==> config.mk <==
export PLATFORM = sky130hd
export DESIGN_NAME = first_fit_block_allocator
export DESIGN_NICKNAME = d
export VERILOG_FILES = /design/src/design/ffba_pkg.sv /design/src/design/ffba_alu.sv /design/src/design/ffba_table.sv /design/src/design/first_fit_block_allocator.sv
export SDC_FILE = /design/constraint.sdc
export NUM_CORES = 2
export LEC_CHECK = 0
export BUFFER_PORTS_ARGS = -buffer_cell sky130_fd_sc_hd__buf_4
export CAP_MARGIN = 20
export CELL_PAD_IN_SITES_DETAIL_PLACEMENT = 1
export CELL_PAD_IN_SITES_GLOBAL_PLACEMENT = 1
export CORE_MARGIN = 2
export CORE_UTILIZATION = 40
export CTS_CLUSTER_SIZE = 40
export DETAILED_ROUTE_END_ITERATION = 6
export PLACE_DENSITY = 0.64
export RECOVER_POWER = 100
export SYNTH_ARGS = -nofsm -noshare
export SYNTH_HDL_FRONTEND = slang
export SYNTH_SLANG_ARGS = --single-unit
==> constraint.sdc <==
create_clock -name clk -period 8.2 [get_ports clk]
set_clock_uncertainty 0.2 [all_clocks]
set_input_delay 0.82 -clock clk [delete_from_list [all_inputs] [get_ports clk]]
set_output_delay 0.82 -clock clk [all_outputs]
set_load 0.05 [all_outputs]
==> src/design/ffba_pkg.sv <==
// ----------------------------------------------------------------------------
// ffba_pkg
// Shared constants, types and codes of the first-fit block allocator.
// ----------------------------------------------------------------------------
package ffba_pkg;

    // heap geometry
    localparam int HEAP_BYTES   = 1024;
    localparam int HEADER_BYTES = 32;
    localparam int MAX_BLOCKS   = 32;

    localparam int ADDR_W = $clog2(HEAP_BYTES);
    localparam int REQ_W  = ADDR_W + 1;
    localparam int SPLIT_W = 11;
    localparam int IDX_W  = $clog2(MAX_BLOCKS);
    localparam int CNT_W  = $clog2(MAX_BLOCKS + 1);
    // holds request + header + min_split with margin
    localparam int ALU_W  = ((ADDR_W > SPLIT_W) ? ADDR_W : SPLIT_W) + 2;

    typedef logic [ADDR_W-1:0]  addr_t;
    typedef logic [ADDR_W-1:0]  blk_size_t;
    typedef logic [REQ_W-1:0]   req_size_t;
    typedef logic [SPLIT_W-1:0] split_t;
    typedef logic [IDX_W-1:0]   idx_t;
    typedef logic [CNT_W-1:0]   cnt_t;
    typedef logic [ALU_W-1:0]   alu_word_t;

    localparam alu_word_t HDR_WORD  = alu_word_t'(HEADER_BYTES);
    localparam blk_size_t INIT_SIZE =
        (HEAP_BYTES > HEADER_BYTES) ? blk_size_t'(HEAP_BYTES - HEADER_BYTES) : '0;
    localparam split_t    MIN_SPLIT_RST = split_t'(32);
    localparam cnt_t      CNT_MAX       = cnt_t'(MAX_BLOCKS);

    // status codes
    localparam logic [1:0] STATUS_OK      = 2'd0;
    localparam logic [1:0] STATUS_NOFIT   = 2'd1;
    localparam logic [1:0] STATUS_BADADDR = 2'd2;

    // command beat
    typedef struct packed {
        logic      mode;
        req_size_t alloc_size;
        addr_t     free_address;
    } cmd_t;

    // result beat
    typedef struct packed {
        logic [1:0] status;
        addr_t      granted_address;
        blk_size_t  granted_size;
    } res_t;

    // one block table entry
    typedef struct packed {
        addr_t     offset;
        blk_size_t size;
        logic      is_free;
    } entry_t;

    localparam entry_t ENTRY_INIT = '{offset: '0, size: INIT_SIZE, is_free: 1'b1};

    typedef enum logic [1:0] {
        TBL_NOP,
        TBL_WRITE,
        TBL_INSERT,
        TBL_REMOVE
    } tbl_op_t;

    typedef struct packed {
        tbl_op_t op;
        idx_t    idx;
        entry_t  wdata;
    } tbl_ctl_t;

    typedef enum logic {
        ALU_ADD,
        ALU_SUB
    } alu_op_t;

    typedef enum logic [4:0] {
        ST_IDLE,
        ST_A_NEED,
        ST_A_THR,
        ST_A_SCAN,
        ST_A_CHK,
        ST_A_NOFF,
        ST_A_NSIZE,
        ST_A_INS,
        ST_A_GRANT,
        ST_F_SCAN,
        ST_F_NEXT,
        ST_F_MRGN,
        ST_F_RMN,
        ST_F_WRI,
        ST_F_PREV,
        ST_F_MRGP,
        ST_F_WRP,
        ST_F_RMI
    } state_t;

endpackage

==> src/design/ffba_alu.sv <==
// ----------------------------------------------------------------------------
// ffba_alu
// Shared add / subtract-compare unit used by the arithmetic steps of the sequencer.
// ----------------------------------------------------------------------------
module ffba_alu
(
    input  ffba_pkg::alu_op_t   op,
    input  ffba_pkg::alu_word_t a,
    input  ffba_pkg::alu_word_t b,
    output ffba_pkg::alu_word_t sum,
    output logic                ge
);

    logic [ffba_pkg::ALU_W:0] wide;

    always_comb
    begin
        case (op)
            ffba_pkg::ALU_SUB: wide = {1'b0, a} - {1'b0, b};
            default:           wide = {1'b0, a} + {1'b0, b};
        endcase
    end

    assign sum = wide[ffba_pkg::ALU_W-1:0];
    // no borrow on a subtract: a >= b
    assign ge  = ~wide[ffba_pkg::ALU_W];

endmodule

==> src/design/ffba_table.sv <==
// ----------------------------------------------------------------------------
// ffba_table
// Address-ordered block table: a row of entry cells with write, insert
// (shift up) and remove (shift down), plus the live entry count.
// ----------------------------------------------------------------------------
module ffba_table
(
    input  logic               clk,
    input  logic               rst_n,
    input  ffba_pkg::tbl_ctl_t ctl,
    input  ffba_pkg::idx_t     rd_idx,
    output ffba_pkg::entry_t   rd_data,
    output ffba_pkg::cnt_t     count
);

    ffba_pkg::entry_t mem_reg [ffba_pkg::MAX_BLOCKS];
    ffba_pkg::cnt_t   count_reg;
    ffba_pkg::cnt_t   count_next;

    for (genvar g = 0; g < ffba_pkg::MAX_BLOCKS; g++)
    begin : g_cell
        localparam ffba_pkg::entry_t RST_VAL = (g == 0) ? ffba_pkg::ENTRY_INIT : '0;
        ffba_pkg::entry_t below;
        ffba_pkg::entry_t above;
        ffba_pkg::entry_t cell_next;

        if (g == 0)
        begin : g_bot
            assign below = ctl.wdata;
        end
        else
        begin : g_mid
            assign below = mem_reg[g-1];
        end

        if (g == ffba_pkg::MAX_BLOCKS - 1)
        begin : g_top
            assign above = mem_reg[g];
        end
        else
        begin : g_low
            assign above = mem_reg[g+1];
        end

        always_comb
        begin
            cell_next = mem_reg[g];
            unique case (ctl.op)
                ffba_pkg::TBL_WRITE:
                begin
                    if (ctl.idx == ffba_pkg::idx_t'(g))
                        cell_next = ctl.wdata;
                end
                ffba_pkg::TBL_INSERT:
                begin
                    if (ctl.idx == ffba_pkg::idx_t'(g))
                        cell_next = ctl.wdata;
                    else if (ffba_pkg::idx_t'(g) > ctl.idx)
                        cell_next = below;
                end
                ffba_pkg::TBL_REMOVE:
                begin
                    if (ffba_pkg::idx_t'(g) >= ctl.idx)
                        cell_next = above;
                end
                default: cell_next = mem_reg[g];
            endcase
        end

        always_ff @(posedge clk or negedge rst_n)
        begin
            if (!rst_n)
                mem_reg[g] <= RST_VAL;
            else
                mem_reg[g] <= cell_next;
        end
    end

    always_comb
    begin
        case (ctl.op)
            ffba_pkg::TBL_INSERT: count_next = count_reg + 1'b1;
            ffba_pkg::TBL_REMOVE: count_next = count_reg - 1'b1;
            default:              count_next = count_reg;
        endcase
    end

    always_ff @(posedge clk or negedge rst_n)
    begin
        if (!rst_n)
            count_reg <= ffba_pkg::cnt_t'(1);
        else
            count_reg <= count_next;
    end

    assign rd_data = mem_reg[rd_idx];
    assign count   = count_reg;

endmodule

==> src/design/first_fit_block_allocator.sv <==
// ----------------------------------------------------------------------------
// first_fit_block_allocator
// First-fit heap allocator with split on allocate and coalescing on free.
// ----------------------------------------------------------------------------
//
//  channel   signals                    direction  handshake
//  --------  -------------------------  ---------  ------------------------------
//  command   start, busy, request       in         beat taken when start && !busy
//  result    done, result               out        one-cycle strobe, no backpressure
//  config    cfg_we, cfg_wdata          in         min_split written when cfg_we
//
//  Allocate adds the header and min_split, scans for the first fit and splits
//  off the tail if it is long enough and a slot is free; free scans for the
//  offset, merges a free successor, then a free predecessor. The table walk
//  takes one entry per cycle through the shared adder. done pulses the cycle
//  after the last step, as busy falls; a null free answers the cycle after.
//  Reset leaves one free block over the heap, min_split = 32; no result stalls.
// ----------------------------------------------------------------------------
module first_fit_block_allocator
(
    input  logic                clk,
    input  logic                rst_n,
    // command
    input  logic                start,
    output logic                busy,
    input  ffba_pkg::cmd_t      request,
    // result
    output logic                done,
    output ffba_pkg::res_t      result,
    // configuration
    input  logic                cfg_we,
    input  ffba_pkg::split_t    cfg_wdata
);

    // ------------------------------------------------------------------
    // registers
    // ------------------------------------------------------------------
    ffba_pkg::state_t    state_reg,     state_next;
    ffba_pkg::split_t    min_split_reg;
    logic [ffba_pkg::CNT_W-1:0] idx_reg, idx_next;     // scan position
    ffba_pkg::req_size_t req_size_reg,  req_size_next;
    ffba_pkg::addr_t     req_addr_reg,  req_addr_next;
    ffba_pkg::alu_word_t need_reg,      need_next;     // req + header
    ffba_pkg::alu_word_t thr_reg,       thr_next;      // req + header + min_split
    ffba_pkg::alu_word_t tmp_reg,       tmp_next;      // partial merge sum / new size
    ffba_pkg::addr_t     cur_off_reg,   cur_off_next;
    ffba_pkg::blk_size_t cur_size_reg,  cur_size_next;
    ffba_pkg::addr_t     aux_reg,       aux_next;      // new offset / neighbor field
    logic                done_reg,      done_next;
    ffba_pkg::res_t      result_reg,    result_next;

    // ------------------------------------------------------------------
    // shared unit and table
    // ------------------------------------------------------------------
    ffba_pkg::alu_op_t   alu_op;
    ffba_pkg::alu_word_t alu_a;
    ffba_pkg::alu_word_t alu_b;
    ffba_pkg::alu_word_t alu_sum;
    logic                alu_ge;

    ffba_pkg::tbl_ctl_t  tbl_ctl;
    ffba_pkg::idx_t      rd_idx;
    ffba_pkg::entry_t    rd;
    ffba_pkg::cnt_t      count;

    logic                accept;
    logic                scan_end;
    logic                a_hit;
    logic                f_hit;
    logic                split_ok;
    logic                next_ok;
    logic                prev_ok;
    logic [ffba_pkg::CNT_W-1:0] idx_inc;

    ffba_alu u_alu
    (
        .op  (alu_op),
        .a   (alu_a),
        .b   (alu_b),
        .sum (alu_sum),
        .ge  (alu_ge)
    );

    ffba_table u_table
    (
        .clk     (clk),
        .rst_n   (rst_n),
        .ctl     (tbl_ctl),
        .rd_idx  (rd_idx),
        .rd_data (rd),
        .count   (count)
    );

    assign accept  = start && (state_reg == ffba_pkg::ST_IDLE);
    assign idx_inc = idx_reg + 1'b1;

    // read port follows the step: current, successor or predecessor entry
    always_comb
    begin
        case (state_reg)
            ffba_pkg::ST_F_NEXT: rd_idx = idx_inc[ffba_pkg::IDX_W-1:0];
            ffba_pkg::ST_F_PREV: rd_idx = idx_reg[ffba_pkg::IDX_W-1:0] - 1'b1;
            default:             rd_idx = idx_reg[ffba_pkg::IDX_W-1:0];
        endcase
    end

    // shared adder operand selection
    always_comb
    begin
        alu_op = ffba_pkg::ALU_ADD;
        alu_a  = '0;
        alu_b  = '0;
        case (state_reg)
            ffba_pkg::ST_A_NEED:
            begin
                alu_a = ffba_pkg::alu_word_t'(req_size_reg);
                alu_b = ffba_pkg::HDR_WORD;
            end
            ffba_pkg::ST_A_THR:
            begin
                alu_a = need_reg;
                alu_b = ffba_pkg::alu_word_t'(min_split_reg);
            end
            ffba_pkg::ST_A_SCAN:
            begin
                alu_op = ffba_pkg::ALU_SUB;
                alu_a  = ffba_pkg::alu_word_t'(rd.size);
                alu_b  = ffba_pkg::alu_word_t'(req_size_reg);
            end
            ffba_pkg::ST_A_CHK:
            begin
                alu_op = ffba_pkg::ALU_SUB;
                alu_a  = ffba_pkg::alu_word_t'(cur_size_reg);
                alu_b  = thr_reg;
            end
            ffba_pkg::ST_A_NOFF:
            begin
                alu_a = ffba_pkg::alu_word_t'(cur_off_reg);
                alu_b = need_reg;
            end
            ffba_pkg::ST_A_NSIZE:
            begin
                alu_op = ffba_pkg::ALU_SUB;
                alu_a  = ffba_pkg::alu_word_t'(cur_size_reg);
                alu_b  = need_reg;
            end
            ffba_pkg::ST_A_GRANT:
            begin
                alu_a = ffba_pkg::alu_word_t'(cur_off_reg);
                alu_b = ffba_pkg::HDR_WORD;
            end
            ffba_pkg::ST_F_SCAN:
            begin
                alu_a = ffba_pkg::alu_word_t'(rd.offset);
                alu_b = ffba_pkg::HDR_WORD;
            end
            ffba_pkg::ST_F_NEXT:
            begin
                alu_a = ffba_pkg::alu_word_t'(cur_size_reg);
                alu_b = ffba_pkg::HDR_WORD;
            end
            ffba_pkg::ST_F_MRGN:
            begin
                alu_a = tmp_reg;
                alu_b = ffba_pkg::alu_word_t'(aux_reg);
            end
            ffba_pkg::ST_F_PREV:
            begin
                alu_a = ffba_pkg::alu_word_t'(rd.size);
                alu_b = ffba_pkg::HDR_WORD;
            end
            ffba_pkg::ST_F_MRGP:
            begin
                alu_a = tmp_reg;
                alu_b = ffba_pkg::alu_word_t'(cur_size_reg);
            end
            default:
            begin
                alu_a = '0;
                alu_b = '0;
            end
        endcase
    end

    // step conditions
    assign scan_end = (idx_reg == count);
    assign a_hit    = !scan_end && rd.is_free && alu_ge;
    assign f_hit    = !scan_end && !rd.is_free &&
                      (alu_sum == ffba_pkg::alu_word_t'(req_addr_reg));
    assign split_ok = (count != ffba_pkg::CNT_MAX) && alu_ge;
    assign next_ok  = (idx_inc < count) && rd.is_free;
    assign prev_ok  = (idx_reg != '0) && rd.is_free;

    // ------------------------------------------------------------------
    // next state
    // ------------------------------------------------------------------
    always_comb
    begin
        state_next = state_reg;
        unique case (state_reg)
            ffba_pkg::ST_IDLE:
            begin
                if (accept)
                begin
                    if (!request.mode)
                        state_next = ffba_pkg::ST_A_NEED;
                    else if (request.free_address != '0)
                        state_next = ffba_pkg::ST_F_SCAN;
                end
            end
            ffba_pkg::ST_A_NEED:  state_next = ffba_pkg::ST_A_THR;
            ffba_pkg::ST_A_THR:   state_next = ffba_pkg::ST_A_SCAN;
            ffba_pkg::ST_A_SCAN:
            begin
                if (scan_end)
                    state_next = ffba_pkg::ST_IDLE;
                else if (a_hit)
                    state_next = ffba_pkg::ST_A_CHK;
            end
            ffba_pkg::ST_A_CHK:
                state_next = split_ok ? ffba_pkg::ST_A_NOFF : ffba_pkg::ST_A_GRANT;
            ffba_pkg::ST_A_NOFF:  state_next = ffba_pkg::ST_A_NSIZE;
            ffba_pkg::ST_A_NSIZE: state_next = ffba_pkg::ST_A_INS;
            ffba_pkg::ST_A_INS:   state_next = ffba_pkg::ST_A_GRANT;
            ffba_pkg::ST_A_GRANT: state_next = ffba_pkg::ST_IDLE;
            ffba_pkg::ST_F_SCAN:
            begin
                if (scan_end)
                    state_next = ffba_pkg::ST_IDLE;
                else if (f_hit)
                    state_next = ffba_pkg::ST_F_NEXT;
            end
            ffba_pkg::ST_F_NEXT:
                state_next = next_ok ? ffba_pkg::ST_F_MRGN : ffba_pkg::ST_F_WRI;
            ffba_pkg::ST_F_MRGN:  state_next = ffba_pkg::ST_F_RMN;
            ffba_pkg::ST_F_RMN:   state_next = ffba_pkg::ST_F_WRI;
            ffba_pkg::ST_F_WRI:   state_next = ffba_pkg::ST_F_PREV;
            ffba_pkg::ST_F_PREV:
                state_next = prev_ok ? ffba_pkg::ST_F_MRGP : ffba_pkg::ST_IDLE;
            ffba_pkg::ST_F_MRGP:  state_next = ffba_pkg::ST_F_WRP;
            ffba_pkg::ST_F_WRP:   state_next = ffba_pkg::ST_F_RMI;
            ffba_pkg::ST_F_RMI:   state_next = ffba_pkg::ST_IDLE;
            default:              state_next = ffba_pkg::ST_IDLE;
        endcase
    end

    // ------------------------------------------------------------------
    // datapath and outputs per step
    // ------------------------------------------------------------------
    always_comb
    begin
        idx_next      = idx_reg;
        req_size_next = req_size_reg;
        req_addr_next = req_addr_reg;
        need_next     = need_reg;
        thr_next      = thr_reg;
        tmp_next      = tmp_reg;
        cur_off_next  = cur_off_reg;
        cur_size_next = cur_size_reg;
        aux_next      = aux_reg;
        done_next     = 1'b0;
        result_next   = result_reg;
        tbl_ctl       = '{op: ffba_pkg::TBL_NOP, idx: '0, wdata: '0};

        case (state_reg)
            ffba_pkg::ST_IDLE:
            begin
                if (accept)
                begin
                    req_size_next = request.alloc_size;
                    req_addr_next = request.free_address;
                    idx_next      = '0;
                    // null free answers at once
                    if (request.mode && (request.free_address == '0))
                    begin
                        done_next   = 1'b1;
                        result_next = '{status: ffba_pkg::STATUS_OK,
                                        granted_address: '0, granted_size: '0};
                    end
                end
            end
            ffba_pkg::ST_A_NEED: need_next = alu_sum;
            ffba_pkg::ST_A_THR:  thr_next  = alu_sum;
            ffba_pkg::ST_A_SCAN:
            begin
                if (scan_end)
                begin
                    done_next   = 1'b1;
                    result_next = '{status: ffba_pkg::STATUS_NOFIT,
                                    granted_address: '0, granted_size: '0};
                end
                else if (a_hit)
                begin
                    cur_off_next  = rd.offset;
                    cur_size_next = rd.size;
                end
                else
                begin
                    idx_next = idx_inc;
                end
            end
            ffba_pkg::ST_A_NOFF: aux_next = alu_sum[ffba_pkg::ADDR_W-1:0];
            ffba_pkg::ST_A_NSIZE:
            begin
                tmp_next      = alu_sum;
                cur_size_next = req_size_reg[ffba_pkg::ADDR_W-1:0];
            end
            ffba_pkg::ST_A_INS:
            begin
                // remainder becomes a new free block right after this one
                tbl_ctl.op    = ffba_pkg::TBL_INSERT;
                tbl_ctl.idx   = idx_inc[ffba_pkg::IDX_W-1:0];
                tbl_ctl.wdata = '{offset: aux_reg,
                                  size: tmp_reg[ffba_pkg::ADDR_W-1:0],
                                  is_free: 1'b1};
            end
            ffba_pkg::ST_A_GRANT:
            begin
                tbl_ctl.op    = ffba_pkg::TBL_WRITE;
                tbl_ctl.idx   = idx_reg[ffba_pkg::IDX_W-1:0];
                tbl_ctl.wdata = '{offset: cur_off_reg, size: cur_size_reg, is_free: 1'b0};
                done_next     = 1'b1;
                result_next   = '{status: ffba_pkg::STATUS_OK,
                                  granted_address: alu_sum[ffba_pkg::ADDR_W-1:0],
                                  granted_size: cur_size_reg};
            end
            ffba_pkg::ST_F_SCAN:
            begin
                if (scan_end)
                begin
                    done_next   = 1'b1;
                    result_next = '{status: ffba_pkg::STATUS_BADADDR,
                                    granted_address: '0, granted_size: '0};
                end
                else if (f_hit)
                begin
                    cur_off_next  = rd.offset;
                    cur_size_next = rd.size;
                end
                else
                begin
                    idx_next = idx_inc;
                end
            end
            ffba_pkg::ST_F_NEXT:
            begin
                if (next_ok)
                begin
                    tmp_next = alu_sum;
                    aux_next = rd.size;
                end
            end
            ffba_pkg::ST_F_MRGN: cur_size_next = alu_sum[ffba_pkg::ADDR_W-1:0];
            ffba_pkg::ST_F_RMN:
            begin
                tbl_ctl.op  = ffba_pkg::TBL_REMOVE;
                tbl_ctl.idx = idx_inc[ffba_pkg::IDX_W-1:0];
            end
            ffba_pkg::ST_F_WRI:
            begin
                tbl_ctl.op    = ffba_pkg::TBL_WRITE;
                tbl_ctl.idx   = idx_reg[ffba_pkg::IDX_W-1:0];
                tbl_ctl.wdata = '{offset: cur_off_reg, size: cur_size_reg, is_free: 1'b1};
            end
            ffba_pkg::ST_F_PREV:
            begin
                if (prev_ok)
                begin
                    tmp_next = alu_sum;
                    aux_next = rd.offset;
                end
                else
                begin
                    done_next   = 1'b1;
                    result_next = '{status: ffba_pkg::STATUS_OK,
                                    granted_address: '0, granted_size: '0};
                end
            end
            ffba_pkg::ST_F_MRGP: cur_size_next = alu_sum[ffba_pkg::ADDR_W-1:0];
            ffba_pkg::ST_F_WRP:
            begin
                // predecessor absorbs the freed block
                tbl_ctl.op    = ffba_pkg::TBL_WRITE;
                tbl_ctl.idx   = idx_reg[ffba_pkg::IDX_W-1:0] - 1'b1;
                tbl_ctl.wdata = '{offset: aux_reg, size: cur_size_reg, is_free: 1'b1};
            end
            ffba_pkg::ST_F_RMI:
            begin
                tbl_ctl.op  = ffba_pkg::TBL_REMOVE;
                tbl_ctl.idx = idx_reg[ffba_pkg::IDX_W-1:0];
                done_next   = 1'b1;
                result_next = '{status: ffba_pkg::STATUS_OK,
                                granted_address: '0, granted_size: '0};
            end
            default:
            begin
                done_next = 1'b0;
            end
        endcase
    end

    // ------------------------------------------------------------------
    // control registers
    // ------------------------------------------------------------------
    always_ff @(posedge clk or negedge rst_n)
    begin
        if (!rst_n)
        begin
            state_reg     <= ffba_pkg::ST_IDLE;
            done_reg      <= 1'b0;
            min_split_reg <= ffba_pkg::MIN_SPLIT_RST;
        end
        else
        begin
            state_reg <= state_next;
            done_reg  <= done_next;
            if (cfg_we)
                min_split_reg <= cfg_wdata;
        end
    end

    // payload registers
    always_ff @(posedge clk)
    begin
        idx_reg      <= idx_next;
        req_size_reg <= req_size_next;
        req_addr_reg <= req_addr_next;
        need_reg     <= need_next;
        thr_reg      <= thr_next;
        tmp_reg      <= tmp_next;
        cur_off_reg  <= cur_off_next;
        cur_size_reg <= cur_size_next;
        aux_reg      <= aux_next;
        result_reg   <= result_next;
    end

    assign busy   = (state_reg != ffba_pkg::ST_IDLE);
    assign done   = done_reg;
    assign result = result_reg;

endmodule

==> flow_summary.toml <==
[routing]
ant_nets = 0
routed_wl_mm = 228.6
drt_pass1_iterations = 6
drt_iter0_markers = 6095
via_per_inst = 6.834
drc_errors = 0
via_count = 49700
routedWlPerCell_um = 31.43

[clock_network]
path_clk_slew_ns = 0.06
cts_tree = "yes"
cts_max_path_buffers = 3
htree_levels = 3
cts_setup_buffers = 0
cts.sinks = 813
numCtsBuffers = 102
clock-root-buffer = "clkbuf_16"
insertion_delay_ns = 0.73

[run]
drv_cap = 6

[final_layout]
fillers = 14300
mostFrequentLayoutCells = "a21oi_1 (749), nand2_1 (721), nor2_1 (713)"
nets = 5604
syn_to_final_growth_pct = 11.53
drive_gt1_share_pct = 12.95
multi_input_area_um2 = 27730
largest_register_ffs = 609
seqCellArea_um2 = 20950
final_common_cell = "a21oi_1"

[synthesis]
synth_edf_count = 118
synthAdderAreaFrac_pct = 0.7441
ys_warn_count = 0
synth_ff_type = "dfrtp_1"
ys_seq_area_share_pct = 41.25
syn_avg_cell_area_um2 = 8.749
yosys.area_share.simple_pct = 13.22
synth-seq-cells = 813
synth_fp_nets = 5870
yosys.area_share.xor_xnor_pct = 0.9831
synth_mux_area_share_pct = 10.10
synth_compound_area_share_pct = 28.28
syn_inst = 5804
synth_top_family_by_area = "compound AO/OA/AOI/OAI gates"
synth.distinct_cells = 80
async_reset_ff_share_pct = 85.49
syn-cell-area_um2 = 50780

[status]
status = "complete, but fails checks"
violations = "capacitance limit, slew limit"

[die]
fp-row-count = 130
fp.coreArea_um2 = 125700
die_h_um = 360.3
chipWidth_um = 360.3
start_util_pct = 40.39
pin_count = 61
dieArea_um2 = 129800

[sta]
worstMarginPinSlew_ns = 6.241
hold_viol = 0
final.min_clock_period_ns = 7.950
timing.final.crit_share_pct = 96.95
rsz0062_at_grt = "false"
finalSetupTns_ns = 0
fmax_mhz = 125.8
slew_headroom_pct = -316.1
maxSlewViolCount = 558
finalSetupViolations = 0

[place]
routabilityCongestion = 0.9518
portBuffers = 60
dp_hpwl_mm = 141.3

[power]
leakage_nw = 21.52
fin_total_pwr_w = 0.02713
peakVddDrop_mv = 0.2579
cellPowerDensity_nw_per_um2 = 479.0

[global_route]
grt_busiest_layer = "met2"
grt_use_met2_pct = 53.84
antenna_found_initial = 3
met1_usage_pct = 47.45
grt_max_degree = 186
grt-ovfl-total = 0
grt_first_pass_wirelength_mm = 340.3
grt_util_met3_pct = 5.031
track_usage_pct = 34.59
grt_pass1_vias = 49320

[setup_path]
startpoint_type = "flip-flop"
cp-end-kind = "flip-flop"
crit_required_ns = 8.39
crit_type = "reg2reg"
worstPathArrival_ns = 8.14
cp_max_fo = 44

[min_path]
hold_path_class = "in2reg"
==> cell usage after synthesis, types with 11 or more instances <==
| cell type | number | area [um^2] |
|---|---|---|
| a21o_1 | 36 | 270.3 |
| a21oi_1 | 763 | 3819 |
| a221oi_1 | 618 | 5413 |
| a222oi_1 | 11 | 110.1 |
| a22oi_1 | 36 | 270.3 |
| a31oi_1 | 28 | 175.2 |
| and2_1 | 30 | 187.7 |
| and3_1 | 14 | 87.58 |
| buf_1 | 16 | 60.06 |
| buf_2 | 42 | 210.2 |
| clkbuf_1 | 574 | 2155 |
| dfrtp_1 | 687 | 17190 |
| edfxtp_1 | 118 | 3543 |
| ha_1 | 27 | 337.8 |
| inv_1 | 58 | 217.7 |
| mux2_2 | 15 | 168.9 |
| mux2i_1 | 44 | 440.4 |
| mux4_2 | 200 | 4504 |
| nand2_1 | 733 | 2751 |
| nand2b_1 | 18 | 112.6 |
| nand3_1 | 37 | 185.2 |
| nand4_1 | 11 | 68.82 |
| nor2_1 | 734 | 2755 |
| nor2b_1 | 11 | 68.82 |
| nor3_1 | 21 | 105.1 |
| o21ai_0 | 667 | 3338 |
| o21ai_1 | 19 | 95.09 |
| o221ai_1 | 15 | 131.4 |
| o22ai_1 | 28 | 175.2 |
| xnor2_1 | 32 | 280.3 |
| xor2_1 | 25 | 219.0 |
==> critical path: stages, from the launching register on <==
cell,delay [ns]
edfxtp_1,0.38
inv_1,0.18
ha_1,0.35
xnor2_1,0.17
buf_4,0.16
nand2_1,0.12
a21boi_4,0.39
buf_12,0.34
mux4_2,0.37
mux4_2,0.57
mux2i_1,0.24
buf_4,0.22
o221ai_1,0.26
ha_1,0.38
nor2b_1,0.13
o21ai_0,0.22
nand2b_1,0.10
xor2_1,0.59
xor2_1,0.14
nor4_1,0.52
nand4b_1,0.16
or4_1,0.54
nor3_1,0.34
buf_4,0.18
or2_2,0.27
==> per-layer routing <==
metal  part of all wire (%)  routed length [um]
met1                     42               95240
met2                     46              104100
met3                    7.5               17140
met4                    5.3               12070
met5                      0                   0
==> final timing paths <==
kind / from / endpoint / slack, ns / cells after the start
worst max-delay path: idx_reg[1] / cur_off_reg[7] / 0.25 / 24
worst min-delay path: request[10] / req_size_reg[0] / 0.11 / 1
worst max register to register: idx_reg[1] / cur_off_reg[7] / 0.25 / 24
worst min register to register: u_table.g_cell[1].below[12] / u_table.g_cell[1].below[12] / 0.31 / 1
max in group asynchronous: rst_n / u_table.g_cell[3].above[7] / 1.28 / 3
min in group asynchronous: rst_n / min_split_reg[10] / 2.77 / 2
==> repair_timing <==
| item | 4_1_cts | 5_1_grt |
|---|---|---|
| endpoints found under the setup margin | 0 | 30 |
| resized for setup | 0 | 2 |
| hold buffers | 1 | 0 |
| hold endpoints to repair | 40 | 0 |
==> metrics by stage <==
stage | instance area, um^2 | hold WS, ns | utilization (%) | instances | setup WS, ns
floorplan | 50780 | 0.2666 | - | 5804 | 0.9855
global placement | 53170 | 0.2927 | 42.29 | 7071 | 0.2765
detailed placement | 53220 | 0.2917 | 42.33 | 7074 | 0.1668
CTS | 56730 | 0.02849 | 45.12 | 7262 | 0.1572
global route | 56630 | 0.07241 | 45.04 | 7271 | 0.002115
finish | 56640 | 0.1063 | 45.04 | 7272 | 0.2501
==> cell families after synthesis <==
family | count (synthesis)
AO/OA/AOI/OAI | 2286
AND/OR/NAND/NOR | 1656
flip-flops | 813
buffers and inverters | 703
multiplexers | 260
XOR/XNOR | 57
adder cells (fa/ha/maj) | 29
==> layout make-up <==
| class | instances | area share, % |
|---|---|---|
| multi-input cells | 4288 | 48.97 |
| flip-flops and latches | 813 | 36.98 |
| repair buffers | 274 | 3.837 |
| clock inverters | 46 | 1.034 |
| inverters | 59 | 0.3910 |
| clock buffers | 141 | 5.139 |
| well taps | 1650 | 3.645 |
| diodes | 1 | 0.004418 |
==> report_power, final <==
part / internal [W] / switching, W
clock: 0.00290 / 0.00193
sequential: 0.00631 / 0.00242
combinational: 0.00510 / 0.00847
total: 0.0143 / 0.0128
Power figures use the tool's default switching activity.
